**src/design/hprm_pkg.sv**
```systemverilog
// shared types and constants of the hall pulse rpm meter
`default_nettype none

package hprm_pkg;

    // input event codes
    localparam logic [1:0] OP_TICK  = 2'd0;
    localparam logic [1:0] OP_PULSE = 2'd1;
    localparam logic [1:0] OP_READ  = 2'd2;
    localparam logic [1:0] OP_DIR   = 2'd3;

    // configuration register indexes
    localparam logic [1:0] CFG_MIN_WINDOW = 2'd0;
    localparam logic [1:0] CFG_CPR        = 2'd1;
    localparam logic [1:0] CFG_GEAR       = 2'd2;
    localparam logic [1:0] CFG_TIMEOUT    = 2'd3;

    localparam int CFG_W = 16;

    // configuration reset values
    localparam logic [CFG_W-1:0] MIN_WINDOW_RST = 16'd100;
    localparam logic [CFG_W-1:0] CPR_RST        = 16'd11;
    localparam logic [CFG_W-1:0] GEAR_RST       = 16'd7680;
    localparam logic [CFG_W-1:0] TIMEOUT_RST    = 16'd500;

    // microseconds per millisecond
    localparam logic [31:0] US_PER_MS = 32'd1000;

    // 60e6 * 256 split into a 2-bit high part and a 32-bit low part: 3 * 2^32 + lo
    localparam logic [31:0] SCALE_LO = 32'd2475098112;
    localparam logic [1:0]  SCALE_HI = 2'd3;
    localparam int          SCALE_W  = 34;

    // controller to datapath commands
    typedef struct packed {
        logic accept;
        logic mul1;
        logic mul2;
        logic prep;
        logic div_step;
        logic finish;
        logic load_out;
    } t_dp_cmd;

    // datapath to controller status
    typedef struct packed {
        logic win_done;
    } t_dp_sts;

endpackage

`default_nettype wire

```
**src/design/hprm_dp.sv**
```systemverilog
// datapath: counters, configuration, rpm products and shift-subtract divider
`default_nettype none

module hprm_dp import hprm_pkg::*; #(
    parameter int COUNT_BITS = 24,
    parameter int RPM_BITS   = 14
) (
    input  wire logic                       i_clk,
    input  wire logic                       i_rst_n,
    input  wire t_dp_cmd                    i_cmd,
    output t_dp_sts                         o_sts,
    input  wire logic [1:0]                 i_opcode,
    input  wire logic                       i_forward,
    input  wire logic                       i_cfg_we,
    input  wire logic [1:0]                 i_cfg_idx,
    input  wire logic [CFG_W-1:0]           i_cfg_data,
    output logic signed [RPM_BITS-1:0]      o_rpm,
    output logic                            o_stale,
    output logic                            o_updated
);

    localparam int K     = RPM_BITS - 1;
    localparam int N_W   = COUNT_BITS + SCALE_W;
    localparam int X_W   = ((N_W + 1 > 64) ? N_W + 1 : 64) + 1;
    localparam int D_W   = 65;
    localparam int WIDE  = (X_W > D_W + K) ? X_W : D_W + K;
    localparam logic [RPM_BITS-1:0] RPM_MAX = {1'b0, {K{1'b1}}};

    logic [CFG_W-1:0]      r_min_window, r_cpr, r_gear, r_timeout;
    logic [COUNT_BITS-1:0] r_count;
    logic [31:0]           r_elapsed, r_since;
    logic [RPM_BITS-1:0]   r_held;
    logic                  r_dir, r_updated;
    logic [47:0]           r_p1;
    logic [N_W-1:0]        r_num;
    logic                  r_czero;
    logic [63:0]           r_den;
    logic [WIDE-1:0]       r_rem, r_dsh;
    logic [K:0]            r_q;

    logic                  n_qbit;
    logic [RPM_BITS-1:0]   n_mag;

    // window threshold in microseconds
    assign o_sts.win_done = r_elapsed >= (32'(r_min_window) * US_PER_MS);

    // configuration registers
    always_ff @(posedge i_clk) begin
        if (!i_rst_n) begin
            r_min_window <= MIN_WINDOW_RST;
            r_cpr        <= CPR_RST;
            r_gear       <= GEAR_RST;
            r_timeout    <= TIMEOUT_RST;
        end else if (i_cfg_we) begin
            case (i_cfg_idx)
                CFG_MIN_WINDOW: r_min_window <= i_cfg_data;
                CFG_CPR:        r_cpr        <= i_cfg_data;
                CFG_GEAR:       r_gear       <= i_cfg_data;
                CFG_TIMEOUT:    r_timeout    <= i_cfg_data;
                default: begin
                end
            endcase
        end
    end

    // divider step compare
    assign n_qbit = r_rem >= r_dsh;

    // rounded magnitude, saturated
    always_comb begin
        if (r_czero) begin
            n_mag = '0;
        end else if (r_q[K]) begin
            n_mag = RPM_MAX;
        end else begin
            n_mag = RPM_BITS'(r_q[K-1:0]);
        end
    end

    // event counters, direction and held rpm
    always_ff @(posedge i_clk) begin
        if (!i_rst_n) begin
            r_count   <= '0;
            r_elapsed <= '0;
            r_since   <= '0;
            r_held    <= '0;
            r_dir     <= 1'b1;
            r_updated <= 1'b0;
        end else if (i_cmd.accept) begin
            case (i_opcode)
                OP_TICK: begin
                    if (r_elapsed != '1) r_elapsed <= r_elapsed + 32'd1;
                    if (r_since != '1)   r_since   <= r_since + 32'd1;
                end
                OP_PULSE: begin
                    if (r_count != '1) r_count <= r_count + COUNT_BITS'(1);
                end
                OP_READ: begin
                    r_updated <= 1'b0;
                end
                OP_DIR: begin
                    r_dir <= i_forward;
                end
                default: begin
                end
            endcase
        end else if (i_cmd.finish) begin
            r_held    <= r_dir ? n_mag : RPM_BITS'(0) - n_mag;
            r_count   <= '0;
            r_elapsed <= '0;
            r_since   <= '0;
            r_updated <= 1'b1;
        end
    end

    // products: numerator count*scale, denominator elapsed*cpr*gear
    always_ff @(posedge i_clk) begin
        if (i_cmd.mul1) begin
            r_p1    <= 48'(r_elapsed) * 48'(r_cpr);
            r_num   <= N_W'(r_count) * N_W'(SCALE_LO)
                     + (N_W'(N_W'(r_count) * N_W'(SCALE_HI)) << 32);
            r_czero <= r_count == '0;
        end
        if (i_cmd.mul2) begin
            r_den <= 64'(r_p1) * 64'(r_gear);
        end
    end

    // divide (2*num + den) by 2*den, one quotient bit a cycle
    always_ff @(posedge i_clk) begin
        if (i_cmd.prep) begin
            r_rem <= WIDE'({r_num, 1'b0}) + WIDE'(r_den);
            r_dsh <= WIDE'({r_den, 1'b0}) << K;
            r_q   <= '0;
        end else if (i_cmd.div_step) begin
            if (n_qbit) r_rem <= r_rem - r_dsh;
            r_dsh <= r_dsh >> 1;
            r_q   <= {r_q[K-1:0], n_qbit};
        end
    end

    // output register
    always_ff @(posedge i_clk) begin
        if (i_cmd.load_out) begin
            o_rpm     <= r_held;
            o_stale   <= r_since > (32'(r_timeout) * US_PER_MS);
            o_updated <= r_updated;
        end
    end

endmodule

`default_nettype wire

```
**src/design/hprm_ctrl.sv**
```systemverilog
// controller: event acceptance, product and divide sequencing, output handshake
`default_nettype none

module hprm_ctrl import hprm_pkg::*; #(
    parameter int RPM_BITS = 14
) (
    input  wire logic   i_clk,
    input  wire logic   i_rst_n,
    input  wire logic   i_in_valid,
    input  wire logic [1:0] i_opcode,
    output logic        o_in_ready,
    output logic        o_out_valid,
    input  wire logic   i_out_ready,
    input  wire t_dp_sts i_sts,
    output t_dp_cmd     o_cmd
);

    localparam int K      = RPM_BITS - 1;
    localparam int STEP_W = $clog2(K + 1);

    localparam logic [2:0] S_IDLE = 3'd0;
    localparam logic [2:0] S_MUL1 = 3'd1;
    localparam logic [2:0] S_MUL2 = 3'd2;
    localparam logic [2:0] S_PREP = 3'd3;
    localparam logic [2:0] S_DIV  = 3'd4;
    localparam logic [2:0] S_FIN  = 3'd5;
    localparam logic [2:0] S_OUT  = 3'd6;

    logic [2:0]        r_state, n_state;
    logic [STEP_W-1:0] r_step;
    logic              r_out_valid;
    logic              n_in_xfer, n_load;

    assign o_in_ready  = r_state == S_IDLE;
    assign n_in_xfer   = i_in_valid && o_in_ready;
    assign n_load      = (r_state == S_OUT) && (!r_out_valid || i_out_ready);
    assign o_out_valid = r_out_valid;

    // datapath commands
    always_comb begin
        o_cmd          = '0;
        o_cmd.accept   = n_in_xfer;
        o_cmd.mul1     = r_state == S_MUL1;
        o_cmd.mul2     = r_state == S_MUL2;
        o_cmd.prep     = r_state == S_PREP;
        o_cmd.div_step = r_state == S_DIV;
        o_cmd.finish   = r_state == S_FIN;
        o_cmd.load_out = n_load;
    end

    // next state
    always_comb begin
        n_state = r_state;
        case (r_state)
            S_IDLE: begin
                if (n_in_xfer && i_opcode == OP_READ) begin
                    n_state = i_sts.win_done ? S_MUL1 : S_OUT;
                end
            end
            S_MUL1: n_state = S_MUL2;
            S_MUL2: n_state = S_PREP;
            S_PREP: n_state = S_DIV;
            S_DIV: begin
                if (r_step == STEP_W'(K)) n_state = S_FIN;
            end
            S_FIN: n_state = S_OUT;
            S_OUT: begin
                if (n_load) n_state = S_IDLE;
            end
            default: n_state = S_IDLE;
        endcase
    end

    // state, divide step counter and output valid
    always_ff @(posedge i_clk) begin
        if (!i_rst_n) begin
            r_state     <= S_IDLE;
            r_step      <= '0;
            r_out_valid <= 1'b0;
        end else begin
            r_state <= n_state;
            if (r_state == S_PREP) begin
                r_step <= '0;
            end else if (r_state == S_DIV) begin
                r_step <= r_step + STEP_W'(1);
            end
            if (n_load) begin
                r_out_valid <= 1'b1;
            end else if (i_out_ready) begin
                r_out_valid <= 1'b0;
            end
        end
    end

endmodule

`default_nettype wire

```
**src/design/hall_pulse_rpm_meter.sv**
```systemverilog
// hall pulse rpm meter: top level
//
// Input channel (i_in_valid / o_in_ready) carries one event per transfer:
// a microsecond tick, a hall pulse, a direction change (i_forward) or a
// read request. Ticks, pulses and direction changes are applied on transfer.
// Every read yields exactly one result on the output channel (o_out_valid /
// i_out_ready): the held signed rpm, a stale flag and an updated flag.
// A read whose window is still short goes straight to the output state and
// loads the output register once the receiver has taken any earlier result.
// A read that closes the window runs the multiply states, a setup state, the
// divide state (one quotient bit per step through a shift-subtract unit), a
// finish state and the output state, during which no event is taken.
// The output register lets ticks keep flowing while a result waits; a
// second read waits in the output state until the receiver takes the first.
// Synchronous active-low reset restores the configuration defaults, clears
// counters and held rpm, sets direction to forward and empties the output.
// Configuration writes (i_cfg_we, i_cfg_idx, i_cfg_data) go straight to their registers.
`default_nettype none

module hall_pulse_rpm_meter import hprm_pkg::*; #(
    parameter int COUNT_BITS = 24,
    parameter int RPM_BITS   = 14
) (
    input  wire logic                   i_clk,
    input  wire logic                   i_rst_n,
    input  wire logic                   i_in_valid,
    output logic                        o_in_ready,
    input  wire logic [1:0]             i_opcode,
    input  wire logic                   i_forward,
    output logic                        o_out_valid,
    input  wire logic                   i_out_ready,
    output logic signed [RPM_BITS-1:0]  o_rpm,
    output logic                        o_stale,
    output logic                        o_updated,
    input  wire logic                   i_cfg_we,
    input  wire logic [1:0]             i_cfg_idx,
    input  wire logic [CFG_W-1:0]       i_cfg_data
);

    t_dp_cmd w_cmd;
    t_dp_sts w_sts;

    // sequencing
    hprm_ctrl #(
        .RPM_BITS (RPM_BITS)
    ) u_ctrl (
        .i_clk       (i_clk),
        .i_rst_n     (i_rst_n),
        .i_in_valid  (i_in_valid),
        .i_opcode    (i_opcode),
        .o_in_ready  (o_in_ready),
        .o_out_valid (o_out_valid),
        .i_out_ready (i_out_ready),
        .i_sts       (w_sts),
        .o_cmd       (w_cmd)
    );

    // counters and arithmetic
    hprm_dp #(
        .COUNT_BITS (COUNT_BITS),
        .RPM_BITS   (RPM_BITS)
    ) u_dp (
        .i_clk      (i_clk),
        .i_rst_n    (i_rst_n),
        .i_cmd      (w_cmd),
        .o_sts      (w_sts),
        .i_opcode   (i_opcode),
        .i_forward  (i_forward),
        .i_cfg_we   (i_cfg_we),
        .i_cfg_idx  (i_cfg_idx),
        .i_cfg_data (i_cfg_data),
        .o_rpm      (o_rpm),
        .o_stale    (o_stale),
        .o_updated  (o_updated)
    );

endmodule

`default_nettype wire

```
**config.mk**
```make
export PLATFORM = sky130hd
export DESIGN_NAME = hall_pulse_rpm_meter
export DESIGN_NICKNAME = d
export VERILOG_FILES = /design/src/design/hprm_pkg.sv /design/src/design/hprm_dp.sv /design/src/design/hprm_ctrl.sv /design/src/design/hall_pulse_rpm_meter.sv
export SDC_FILE = /design/constraint.sdc
export NUM_CORES = 2
export LEC_CHECK = 0
export ABC_AREA = 1
export BUFFER_PORTS_ARGS = -buffer_cell sky130_fd_sc_hd__buf_4
export CAP_MARGIN = 40
export CORE_UTILIZATION = 30
export DETAILED_ROUTE_END_ITERATION = 8
export GPL_TIMING_DRIVEN = 0
export RECOVER_POWER = 50
export SLEW_MARGIN = 15
export SYNTH_ARGS = -nofsm -noshare
export SYNTH_HDL_FRONTEND = slang
export SYNTH_SLANG_ARGS = --single-unit
```
**constraint.sdc**
```tcl
create_clock -name i_clk -period 10.78 [get_ports i_clk]
set_input_delay 0 -clock i_clk [delete_from_list [all_inputs] [get_ports i_clk]]
set_output_delay 0 -clock i_clk [all_outputs]
set_load 0.05 [all_outputs]
```
==> impl_metrics.toml <==
[setup_path]
cpPeakStageDelay_ns = 0.85
crit_slowest_cell = "dfxtp_1"
end_kind = "register"
cp.arrival_ns = 8.05
r2r-start = "u_dp.r_count[0]"
critPathLaunch = "u_dp.r_count[0]"
worstSetupPathType = "reg2reg"
cpMostUsedCell = "inv_1"
required_ns = 11.23
startpoint_type = "register"
critical_path_peak_fanout = 13

[placement]
dp_hpwl_um = 272000
place_ws_ns = 3.28
gp_congestion = 0.998
place_area_mm2 = 0.0957
io_buffers = 42

[die]
die_w_um = 549
boundaryPins = 44
coreArea_mm2 = 0.297
die_height_um = 549
rows = 200
initial_core_util = 0.302
fp.dieArea_mm2 = 0.301

[drt]
drt-pass1-iter-count = 8
viasPerCell = 4.83
drt_iter0_markers = 7143
drc = 0
final_antenna_net_count = 0
wirelength_um = 321000
wl_per_cell_um = 19.6
via_count = 79000

[timing]
final.setup.tns_ns = 0
rsz0062_at_grt = "false"
hold_viol_final = 0
slew_violations = 81
period_minus_slack_ns = 7.60
relSlewSlack = -0.475
period_share = 0.705
setup_viol = 0
setup_ws_ns = 3.18
tightest_slew_ns = 2.20
fmax_mhz = 132
skew_ns = 0.0486

[cts]
clockBufferDepth = 3
cts_tree = "yes"
cts_hold_buffers = 36
cts_resized = 0
cts_made_buffers = 61
cts.sinks = 517
cts_setup_buffers = 0
clkLatencyLatePin_ns = 0.72
cts_max_level = 2
clockRootBuffer = "clkbuf_16"
clk_pin_slew_ns = 0.06

[synth]
synth_area_per_cell_um2 = 7.37
ys_warn_count = 0
synth.distinct_cells = 57
syn-instance-count = 12200
netlist_area_mm2 = 0.0896
synth_nets = 14200
synth_edf_count = 313
ys_seq_area_frac = 0.150
synth-async-reset-ratio = 0
ys_ff_latch = 517
ys.flop_type = "edfxtp_1"

[outcome]
run_status = "complete, but fails checks"
violations = "capacitance limit, slew limit"

[pwr]
powerDensity_mw_per_mm2 = 188
leakagePower_nw = 48.1
ir_drop_mv = 0.276

[global_route]
antenna_found_initial = 6
track_usage = 0.213
grt_pass1_vias = 79700
grt_first_pass_wirelength_um = 487000
grt_max_degree = 52
grt-ovfl-total = 0

[final_layout]
final_layout_size_suffix_gt1_frac = 0.0213
nets = 14400
fin_area_mm2 = 0.0979
final_common_cell = "nand2_1"
synthToLayoutAreaGrowth_pct = 9.25
final_cell_mix = "3,420 x nand2_1, 2,708 x inv_1, 1,305 x fa_1, 898 x nor2_1, 747 x ha_1"
fillerInstances = 32100

[run]
cap_violations = 3

[hold_path]
hold_class = "in2reg"
min_from = "i_cfg_data[8]"
-- worst max-delay path: cells and delay by family (launching register included) --
kind	cells	cell delay [ns]
adder cells (fa/ha/maj)	9	3.54
AND/OR/NAND/NOR	10	1.32
flip-flops	1	0.85
AO/OA/AOI/OAI	3	0.73
buffers and inverters	8	0.61
XOR/XNOR	1	0.23
-- registers in the layout, summed over array words and instances (netlist names), 16 cells and up --
name	cells
u_dp.r_since	32
u_dp.r_dsh	78
u_dp.r_cpr	16
u_dp.r_min_window	16
u_dp.r_rem	78
u_dp.r_timeout	16
u_dp.r_gear	16
u_dp.r_count	24
u_dp.r_p1	48
u_dp.r_elapsed	32
u_dp.r_num	42
u_dp.r_den	64
-- power breakdown --
part           switching, mW  internal [mW]
Combinational           8.81           4.16
Clock                  0.960           1.27
Sequential             0.273           2.88
Total                   10.0           8.31
-- worst paths after layout --
check	end	slack (ns)	cells after the start
min	u_dp.r_timeout[8]	0.19	4
max	u_dp.r_num[52]	3.18	31
max reg2reg	u_dp.r_num[52]	3.18	31
min reg2reg	u_dp.o_rpm[10]	0.44	0
-- per-layer routing --
metal  up-vias  wire [um]  global-route usage
li1      37200          -                   -
met2      2994     141000               0.339
met4         0      12700              0.0746
met5         -          0                   0
met3       543      25300              0.0334
met1     38300     142000               0.293
-- cell type report --
class,count,area [um2],area share
diodes,4,10.0,0.000102
plain buffers,390,1540,0.0158
clock buffers,80,1710,0.0175
clock inverters,36,402,0.00410
inverters,2715,10200,0.104
multi-input cells,8530,64200,0.656
flip-flops and latches,517,13500,0.138
well taps,3939,4930,0.0503
repair buffers,148,1380,0.0141
-- stage by stage --
stage	std cells	total power, mW	hold slack, ns	util
6_report	16400	18.4	0.189	0.330
5_1_grt	16400	19.9	0.213	0.330
4_1_cts	16300	18.3	0.143	0.330
3_5_place_dp	16200	16.0	0.309	0.322
3_3_place_gp	16100	15.9	0.302	0.319
2_1_floorplan	12200	11.6	0.126	-
-- kinds of logic (layout without fill, tap and decap cells) --
kind of cell / after synthesis / after routing / share of synthesized area
xor gates and xnor gates: 262 / 262 / 0.0256
adders and majority gates: 2052 / 2052 / 0.396
and+or+nand+nor: 5036 / 5036 / 0.225
buffers and inverters: 3105 / 3369 / 0.132
DFF: 517 / 517 / 0.150
other: 0 / 4 / 0
AOI/OAI and AO/OA: 1180 / 1180 / 0.0715
-- cell usage after synthesis (10+ instances only) --
cell | count | share of area
edfxtp_1 | 313 | 0.10
a21oi_1 | 550 | 0.031
inv_1 | 2702 | 0.11
buf_2 | 30 | 0.0017
a21oi_2 | 21 | 0.0021
nand2_1 | 3419 | 0.14
a31oi_1 | 22 | 0.0015
ha_1 | 747 | 0.10
o21bai_1 | 31 | 0.0026
o22ai_1 | 46 | 0.0032
nand3_1 | 405 | 0.023
o21a_1 | 18 | 0.0015
o21ai_0 | 409 | 0.023
nand2_2 | 25 | 0.0017
inv_2 | 10 | 0.00042
xor2_1 | 185 | 0.018
nand4_1 | 98 | 0.0068
clkbuf_1 | 333 | 0.014
nand3b_1 | 23 | 0.0019
dfxtp_1 | 204 | 0.046
buf_1 | 14 | 0.00059
xnor2_1 | 77 | 0.0075
nor2_1 | 897 | 0.038
nor3_1 | 105 | 0.0059
a21o_1 | 36 | 0.0030
fa_1 | 1305 | 0.29
nor4_1 | 26 | 0.0018
Power figures use the tool's default switching activity.
